File: config.mk
export PLATFORM = sky130hd
export DESIGN_NAME = fixed_partition_fit_allocator_unit
export DESIGN_NICKNAME = d
export VERILOG_FILES = /design/src/design/fpfa_pkg.sv /design/src/design/fixed_partition_fit_allocator_unit.sv /design/src/design/fpfa_cell.sv
export SDC_FILE = /design/constraint.sdc
export NUM_CORES = 1
export LEC_CHECK = 0
export BUFFER_PORTS_ARGS = -buffer_cell sky130_fd_sc_hd__buf_4
export CORE_AREA = 2 2 260 262
export DETAILED_ROUTE_END_ITERATION = 7
export DIE_AREA = 0 0 262 264
export PLACE_DENSITY_LB_ADDON = 0.25
export SETUP_SLACK_MARGIN = 0.4
export SYNTH_ARGS = -nofsm -noshare
export SYNTH_HDL_FRONTEND = slang
export SYNTH_HIERARCHICAL = 1
export SYNTH_SLANG_ARGS = --single-unit
File: constraint.sdc
create_clock -name clock -period 3.49 [get_ports clock]
set_clock_uncertainty 0.2 [all_clocks]
set_input_delay 0.1745 -clock clock [delete_from_list [all_inputs] [get_ports clock]]
set_output_delay 0.1745 -clock clock [all_outputs]
set_load 0.02 [all_outputs]
File: src/design/fpfa_pkg.sv
// Fixed partition fit allocator: shared types, sizes and policy codes.
// Used by fpfa_cell and fixed_partition_fit_allocator_unit; depends on nothing.
`default_nettype none

package fpfa_pkg;

   // Sizing of the partition store and the size field
   localparam int PARTITION_COUNT = 8;
   localparam int SIZE_WIDTH      = 16;
   localparam int IDX_WIDTH       = (PARTITION_COUNT > 1) ? $clog2(PARTITION_COUNT) : 1;

   // Fixed field widths of the transactions
   localparam int SLOT_WIDTH      = 3;
   localparam int POLICY_WIDTH    = 2;
   localparam int REQ_DATA_WIDTH  = ((SLOT_WIDTH + SIZE_WIDTH + 7) / 8) * 8;
   localparam int RSP_DATA_WIDTH  = ((SLOT_WIDTH + SIZE_WIDTH + 7) / 8) * 8;

   // Fit policy codes; the unused code behaves as first fit
   localparam logic [POLICY_WIDTH-1:0] POLICY_FIRST = 2'd0;
   localparam logic [POLICY_WIDTH-1:0] POLICY_BEST  = 2'd1;
   localparam logic [POLICY_WIDTH-1:0] POLICY_WORST = 2'd2;

   // Transaction kinds on req_tuser
   localparam logic FUNC_LOAD    = 1'b0;
   localparam logic FUNC_REQUEST = 1'b1;

   // Search packet handed from cell to cell
   typedef struct packed {
      logic                  valid;
      logic [SIZE_WIDTH-1:0] size;
      logic                  found;
      logic [SIZE_WIDTH-1:0] best_cap;
      logic [IDX_WIDTH-1:0]  best_idx;
   } scan_type;

   // Capacity write broadcast to all cells
   typedef struct packed {
      logic                  en;
      logic [IDX_WIDTH-1:0]  idx;
      logic [SIZE_WIDTH-1:0] value;
   } wr_type;

endpackage

`default_nettype wire

File: src/design/fixed_partition_fit_allocator_unit.sv
// Fixed partition fit allocator: a chain of partition cells searched by a travelling packet.
// Depends on fpfa_pkg and fpfa_cell.
//
// Usage:
//   req channel: tuser is the kind (0 load a partition capacity, 1 allocation request);
//   tdata carries the partition slot and the size. A load writes one capacity in the
//   cycle it is taken and gives no response; a load to a slot beyond the store is ignored.
//   A request sends a search packet down the row of PARTITION_COUNT cells, one cell per
//   cycle while the chain is not stalled, passing through each cell's packet register to
//   the end of the chain; the chosen partition is then debited and the response
//   registered. req_tready is low while a search is in flight.
//   rsp channel: tuser is the grant flag; tdata carries the partition index and the
//   capacity left (both zero when refused). The response register holds while the
//   receiver stalls, and a finished search waits at the end of the chain until the
//   register is free; loads and new requests are taken while a response waits.
//   csr channel: writes the fit policy (0 first, 1 best, 2 worst, 3 as first); always ready.
//   Reset clears every capacity to zero, the policy to first fit and all valid flags.
`default_nettype none

module fixed_partition_fit_allocator_unit (
   input  wire logic                                 clock,
   input  wire logic                                 reset,
   // req_tdata: partition_slot [2:0], size_value [SIZE_WIDTH+2:3], zero padding above
   input  wire logic                                 req_tvalid,
   output logic                                      req_tready,
   input  wire logic [fpfa_pkg::REQ_DATA_WIDTH-1:0]  req_tdata,
   input  wire logic                                 req_tuser,   // func
   // rsp_tdata: chosen_partition [2:0], capacity_left [SIZE_WIDTH+2:3], zero padding above
   output logic                                      rsp_tvalid,
   input  wire logic                                 rsp_tready,
   output logic [fpfa_pkg::RSP_DATA_WIDTH-1:0]       rsp_tdata,
   output logic                                      rsp_tuser,   // granted
   input  wire logic                                 csr_valid,
   output logic                                      csr_ready,
   input  wire logic [fpfa_pkg::POLICY_WIDTH-1:0]    csr_data
);

   localparam int N  = fpfa_pkg::PARTITION_COUNT;
   localparam int SW = fpfa_pkg::SIZE_WIDTH;
   localparam int LW = fpfa_pkg::SLOT_WIDTH;

   logic [fpfa_pkg::POLICY_WIDTH-1:0] policy_ff;
   logic                              busy_ff;
   logic                              busy_in;
   logic                              rsp_valid_ff;
   logic                              rsp_granted_ff;
   logic [LW-1:0]                     rsp_slot_ff;
   logic [SW-1:0]                     rsp_cap_ff;

   fpfa_pkg::scan_type                scan_chain [N+1];
   fpfa_pkg::scan_type                last_scan;
   fpfa_pkg::wr_type                  wr;
   logic [N-1:0]                      stage_valid;
   logic                              req_accept;
   logic                              load_accept;
   logic                              slot_ok;
   logic                              advance;
   logic                              complete;
   logic [LW-1:0]                     req_slot;
   logic [SW-1:0]                     req_size;
   logic [SW-1:0]                     left;

   // Field unpacking and handshake decode
   assign req_slot    = req_tdata[LW-1:0];
   assign req_size    = req_tdata[LW+SW-1:LW];
   assign req_tready  = !busy_ff;
   assign req_accept  = req_tvalid && req_tready && (req_tuser == fpfa_pkg::FUNC_REQUEST);
   assign load_accept = req_tvalid && req_tready && (req_tuser == fpfa_pkg::FUNC_LOAD);
   assign slot_ok     = (32'(req_slot) < N);
   assign csr_ready   = 1'b1;

   // Chain stalls only when a finished search meets a full, stalled response register
   assign last_scan = scan_chain[N];
   assign advance   = !(last_scan.valid && rsp_valid_ff && !rsp_tready);
   assign complete  = last_scan.valid && advance;
   assign left      = last_scan.best_cap - last_scan.size;

   // Packet entering the first cell
   always_comb begin
      scan_chain[0]          = '0;
      scan_chain[0].valid    = req_accept;
      scan_chain[0].size     = req_size;
   end

   // Row of partition cells
   for (genvar i = 0; i < N; i++) begin : g_cell
      fpfa_cell u_cell (
         .clock      (clock),
         .reset      (reset),
         .cell_index (fpfa_pkg::IDX_WIDTH'(i)),
         .advance    (advance),
         .policy     (policy_ff),
         .scan_in    (scan_chain[i]),
         .scan_out   (scan_chain[i+1]),
         .wr         (wr)
      );
      assign stage_valid[i] = scan_chain[i+1].valid;
   end

   // Capacity write: debit on a granted search, else a load transaction
   always_comb begin
      wr = '0;
      if (complete) begin
         wr.en    = last_scan.found;
         wr.idx   = last_scan.best_idx;
         wr.value = left;
      end else if (load_accept && slot_ok) begin
         wr.en    = 1'b1;
         wr.idx   = fpfa_pkg::IDX_WIDTH'(req_slot);
         wr.value = req_size;
      end
   end

   // Search occupancy
   always_comb begin
      busy_in = busy_ff;
      if (complete) begin
         busy_in = 1'b0;
      end else if (req_accept) begin
         busy_in = 1'b1;
      end
   end

   always_ff @(posedge clock) begin
      if (reset) begin
         busy_ff   <= 1'b0;
         policy_ff <= fpfa_pkg::POLICY_FIRST;
      end else begin
         busy_ff <= busy_in;
         if (csr_valid && csr_ready) begin
            policy_ff <= csr_data;
         end
      end
   end

   // Response register
   always_ff @(posedge clock) begin
      if (reset) begin
         rsp_valid_ff <= 1'b0;
      end else if (complete) begin
         rsp_valid_ff <= 1'b1;
      end else if (rsp_tready) begin
         rsp_valid_ff <= 1'b0;
      end
   end

   always_ff @(posedge clock) begin
      if (complete) begin
         rsp_granted_ff <= last_scan.found;
         rsp_slot_ff    <= last_scan.found ? LW'(last_scan.best_idx) : '0;
         rsp_cap_ff     <= last_scan.found ? left : '0;
      end
   end

   assign rsp_tvalid = rsp_valid_ff;
   assign rsp_tuser  = rsp_granted_ff;
   assign rsp_tdata  = fpfa_pkg::RSP_DATA_WIDTH'({rsp_cap_ff, rsp_slot_ff});

   // Checks
   a_one_packet: assert property (@(posedge clock) disable iff (reset)
      $onehot0(stage_valid))
      else $error("more than one search packet in the chain");

   a_idle_empty: assert property (@(posedge clock) disable iff (reset)
      !busy_ff |-> (stage_valid == '0))
      else $error("search packet present while idle");

   a_busy_after_req: assert property (@(posedge clock) disable iff (reset)
      req_accept |=> busy_ff)
      else $error("request taken without marking a search in flight");

   a_refused_zero: assert property (@(posedge clock) disable iff (reset)
      (rsp_tvalid && !rsp_tuser) |-> (rsp_tdata == '0))
      else $error("refused response carries non-zero data");

endmodule

`default_nettype wire

File: src/design/fpfa_cell.sv
// One partition cell: holds a remaining capacity and updates the passing search packet.
// Depends on fpfa_pkg.
`default_nettype none

module fpfa_cell (
   input  wire logic                          clock,
   input  wire logic                          reset,
   input  wire logic [fpfa_pkg::IDX_WIDTH-1:0] cell_index,
   input  wire logic                          advance,
   input  wire logic [fpfa_pkg::POLICY_WIDTH-1:0] policy,
   input  wire fpfa_pkg::scan_type            scan_in,
   output fpfa_pkg::scan_type                 scan_out,
   input  wire fpfa_pkg::wr_type              wr
);

   logic [fpfa_pkg::SIZE_WIDTH-1:0] cap_ff;
   fpfa_pkg::scan_type              scan_ff;
   fpfa_pkg::scan_type              scan_in_next;
   logic                            fits;
   logic                            better;
   logic                            take;

   // Compare this partition against the packet so far; strict compares keep lowest index
   always_comb begin
      fits   = (cap_ff >= scan_in.size);
      better = ((policy == fpfa_pkg::POLICY_BEST)  && (cap_ff < scan_in.best_cap)) ||
               ((policy == fpfa_pkg::POLICY_WORST) && (cap_ff > scan_in.best_cap));
      take   = scan_in.valid && fits && (!scan_in.found || better);
      scan_in_next          = scan_in;
      scan_in_next.found    = scan_in.found || (scan_in.valid && fits);
      if (take) begin
         scan_in_next.best_cap = cap_ff;
         scan_in_next.best_idx = cell_index;
      end
   end

   // Packet stage towards the next cell
   always_ff @(posedge clock) begin
      if (reset) begin
         scan_ff <= '0;
      end else if (advance) begin
         scan_ff <= scan_in_next;
      end
   end

   // Capacity store for this partition
   always_ff @(posedge clock) begin
      if (reset) begin
         cap_ff <= '0;
      end else if (wr.en && (wr.idx == cell_index)) begin
         cap_ff <= wr.value;
      end
   end

   assign scan_out = scan_ff;

endmodule

`default_nettype wire
==> results.md <==
- The run finished with clean final reports.
- The finished cells cover 31550 um2.
- The final route contains 22754 vias.
- The initial utilization of the core area, before any placement, comes to 41.39%.
- Cell internal power was estimated by the tool at 8.815 mW.
- The number of global-route vias before repair is 22107.
- The final setup TNS is 0 ns.
- Static timing analysis puts the maximum clock frequency at 332.2 MHz.
- Buffers placed on the I/O ports in this run total 48.
- The total leakage power is 14.08 nW.
- The number of max-cap violations is 0.
- Measured against the total synthesized area, the mux share comes to 9.699%.
- The part of the power in registers is 45.3%.
- The count of boundary I/O pins is 60.
- The number of antenna violations at the first check in global routing is 2.
- The number of flops mapped to enable cells by yosys is 20.
- The region available for standard cell placement spans 66560 um2.
- At the later pin of the worst-skew pair, clock insertion delay measures 0.61 ns.
- Clock-pin slew was measured on the worst setup and hold paths at 0.07 ns.
- The detail route stage leaves a number of antenna-violating nets equal to 0.
- OpenSTA, run right after detailed placement, puts the worst setup slack at 0.2385 ns.
- Cells fill 47.39% of the core in the end.
- The via count normalized by instance count is 5.714.
- After detailed routing, the total wire length is 85310 um.
- The fraction of layout cells with a size suffix above 1 is 15.86%.
- The share of power burned in combinational logic is 7.9%.
- The worst hold path belongs to the class primary input to flip-flop.
- The fraction of post-synthesis cell area in the top cell type by area is 31.10%.
- Of the available clock period, the critical path in the final layout requires 86.26%.
- TritonCTS built the clock tree.
- The post-synthesis share of cell area spent on full adders, half adders and majority gates is 12.38%.
- The netlist uses 59 different library cells.
- The global-route wire length before repair is 130200 um.
- STA classifies the critical path startpoint as a flip-flop.
- Sorting the synthesized cells by area gives the leading types as sky130_fd_sc_hd__dfxtp_1 31%, sky130_fd_sc_hd__ha_1 12%, sky130_fd_sc_hd__mux2i_1 9.7%.
- The maximum number of pins on one net before global-route repair is 97.
- The share of total power dissipated in the clock network is 46.8%.
- The count of antenna diodes in the layout is 0.
- The pre-antenna-repair detailed-routing pass consisted of 5 iterations.
- Among all flip-flop cells after synthesis, the most frequent one is sky130_fd_sc_hd__dfxtp_1.
- The maximum vdd ir drop is 0.3400 mV.
- The number of clock sinks is 448.
- The final count of hold timing violations is 0.
- After detailed placement, the total cell area comes to 29420 um2.
- The synthesized instance count is 2920.
- Counting tap cells, the placed design contains a total of 3859 instances.
- The number of buffers between clock root and the deepest sink is 3.
- Setup repair after global routing could not meet its margin everywhere.
- For this design the total switching power over the nets is 2.939 mW.
- The count of routing violations after the opening detailed-route iteration is 1618.
- The count of non-filler cells in the finished layout is 3982.
- The synthesized design contains 448 register bits.
- For the pin with the worst max-slew slack, the measured transition is 1.097 ns.
- On the final layout, the worst hold slack is 0.1982 ns.
- The number of warning messages in the yosys log is 6.
- The number of fill cells in the layout is 6265.
- In this run the power density over the cells is 372.6 nW/um2.
- After detailed routing, the average wire length per cell comes to 21.42 um.
- The post-synthesis share of cell area spent on xor and xnor gates is 1.176%.
- The cell taking the most area after synthesis is sky130_fd_sc_hd__dfxtp_1.
- Sequential elements use 33.28% of the synthesized area.
- The data required time of the critical path is 3.83 ns.
- The root buffer cell chosen for the clock tree is sky130_fd_sc_hd__clkbuf_16.
- The dominant combinational cell family by area after synthesis is compound AO/OA/AOI/OAI gates.
- Global routing finished with a remaining overflow of 0.
- Routability-driven placement finished with a final weighted congestion of 0.9096.
- The worst pin sits at a relative slew slack of 26.62%.
- The net count reported at finish is 3372.
- The chip height is 264 um.
- The die footprint is 69170 um2.
- From synthesis to final layout, the design area changed by 14.49%.
- A synthesized cell averages 9.436 um2.
- CTS built an H-tree with a depth of 2.
- Of all nets on the critical path, the largest fanout is 8.
- The die is 262 um wide.
- STA classifies the critical path endpoint as a flip-flop.
- Across all setup checks in the final design, the least slack found is 0.4796 ns.
- In this run the cell area of the synthesized design comes to 27550 um2.
- The post-synthesis async set-or-reset flop share is 0%.
- The floorplan has 95 rows.
- At the worst endpoint, the arrival time is 3.35 ns.
- The fraction of the mapped netlist area in compound gates is 25.18%.
- Overall power consumption after layout is estimated at 11.75 mW.
- Net switching is 25.01% of the power.
- The worst path needs 3.010 ns of the cycle, external delays included.
- The type of the worst setup path is flip-flop to flip-flop.
- The count of final max-slew check failures came to 0.
- For this run, design rule violations remaining after detail routing come to 0.
- The overall global routing resource usage is 24.29%.
- Counting the buffers created by CTS gives 51.
- The number of setup violations in the final report is 0.
- Once detailed placement completed, the half-perimeter wirelength came to 61060 um.
- The basic-gate share of the synthesized area counting and, or, nand and nor cells is 10.43%.
[sequential cells by signal, indices dropped and copies added, names as in the netlist]
signal	flops
busy_ff	1
rsp_tuser	1
g_cell.u_cell/scan_out	296
g_cell.u_cell/cap_ff	128
rsp_cap_ff	16
policy_ff	2
rsp_tvalid	1
rsp_slot_ff	3
[routing by layer]
layer / up-vias / global-route usage, % / wire (um)
met1: 11062 / 31.66 / 36960
met4: 0 / 8.872 / 3258
li1: 10919 / - / -
met5: - / 0 / 0
met3: 167 / 3.358 / 4799
met2: 606 / 40.68 / 40290
[power by group through the flow]
stage	Sequential (mW)	Clock, mW	Combinational (mW)
after floorplan	5.39	0	0.632
after global routing	5.33	5.80	1.01
after detailed placement	5.43	0	0.874
final	5.32	5.50	0.929
after CTS	5.32	5.59	0.903
after global placement	5.43	0	0.846
[Yosys cell counts (all sizes together), types with 2 or more instances]
| library cell | count |
|---|---|
| a22oi | 16 |
| o21ai | 38 |
| nor3 | 3 |
| a21boi | 8 |
| a311oi | 168 |
| ha | 271 |
| a211oi | 8 |
| xnor2 | 34 |
| and3 | 38 |
| nand2 | 43 |
| o211ai | 153 |
| nand3 | 11 |
| nor2 | 449 |
| mux2i | 267 |
| nor2b | 5 |
| nor4 | 8 |
| xor2 | 3 |
| clkbuf | 95 |
| nand4 | 34 |
| a31oi | 19 |
| dfxtp | 428 |
| o31ai | 153 |
| a221o | 18 |
| a21oi | 80 |
| conb | 2 |
| edfxtp | 20 |
| nand2b | 11 |
| a2111oi | 9 |
| inv | 298 |
| and2 | 16 |
| buf | 101 |
| a21o | 53 |
| a41o | 8 |
| o21a | 11 |
| o311ai | 8 |
| a22o | 23 |
[worst paths after layout]
path / to / slack, ns / from / cells after the start
max: g_cell[3].u_cell/cap_ff[14] / 0.48 / g_cell[7].u_cell/scan_out[3] / 12
min: g_cell[0].u_cell/scan_out[29] / 0.20 / req_tdata[12] / 4
max reg2reg: g_cell[3].u_cell/cap_ff[14] / 0.48 / g_cell[7].u_cell/scan_out[3] / 12
min reg2reg: g_cell[6].u_cell/scan_out[2] / 0.28 / g_cell[6].u_cell/scan_out[2] / 2
[area by class of cell]
| type | instances | area, um2 | share of cell area [%] |
|---|---|---|---|
| Clock buffer | 74 | 1483 | 4.700 |
| Clock inverter | 20 | 214.0 | 0.6782 |
| Inverter | 298 | 1119 | 3.546 |
| Multi-Input combinational cell | 2066 | 16710 | 52.97 |
| Sequential cell | 448 | 9169 | 29.07 |
| Tap cell | 873 | 1092 | 3.463 |
| Timing Repair Buffer | 203 | 1758 | 5.573 |
[timing repair]
item                                    CTS  global route
hold endpoints to repair                 95             0
setup buffers                             1             4
hold buffers                             24             0
pin swaps                                 1             6
gates resized for setup                   9            29
endpoints found under the setup margin   74           151
[worst max-delay path, stage by stage (launching register included)]
cell                        delay (ns)
sky130_fd_sc_hd__dfxtp_1          0.33
sky130_fd_sc_hd__inv_1            0.04
sky130_fd_sc_hd__ha_1             0.23
sky130_fd_sc_hd__fa_2             0.38
sky130_fd_sc_hd__nor2b_2          0.16
sky130_fd_sc_hd__o211ai_1         0.17
sky130_fd_sc_hd__a21oi_2          0.24
sky130_fd_sc_hd__a2111oi_4        0.10
sky130_fd_sc_hd__or4_2            0.56
sky130_fd_sc_hd__nand3_1          0.13
sky130_fd_sc_hd__buf_6            0.19
sky130_fd_sc_hd__mux2i_1          0.09
sky130_fd_sc_hd__nor2_1           0.10
[kinds of logic (layout without fill, tap and decap cells)]
logic type / count (synthesis) / in the layout
AND/OR/NAND/NOR: 622 / 622
adder cells (fa/ha/maj): 272 / 272
multiplexers: 267 / 267
AO/OA/AOI/OAI: 778 / 778
XOR/XNOR: 37 / 37
buffers and inverters: 494 / 595
other: 2 / 90
flip-flops: 448 / 448
[layout by cell type (no fill, tap or decap), drive strengths merged, types with 8 or more instances in the layout]
cell         Yosys  routed
nand2b          11      11
and3            38      38
a22o            23      23
o31ai          153     153
dlygate4sd3      0      24
mux2i          267     267
dfxtp          428     428
clkinv           0      12
buf            101     179
o21ai           38      38
o21a            11      11
a21oi           80      80
nand3           11      11
edfxtp          20      20
a41o             8       8
nor4             8       8
conb             2      90
o311ai           8       8
a221o           18      18
clkbuf          95      74
a311oi         168     168
nand2           43      43
a2111oi          9       9
a22oi           16      16
nor2           449     449
o211ai         153     153
a31oi           19      19
nand4           34      34
a211oi           8       8
a21boi           8       8
inv            298     301
and2            16      16
ha             271     271
a21o            53      53
xnor2           34      34
No activity file was read; power rests on OpenSTA's default activity.
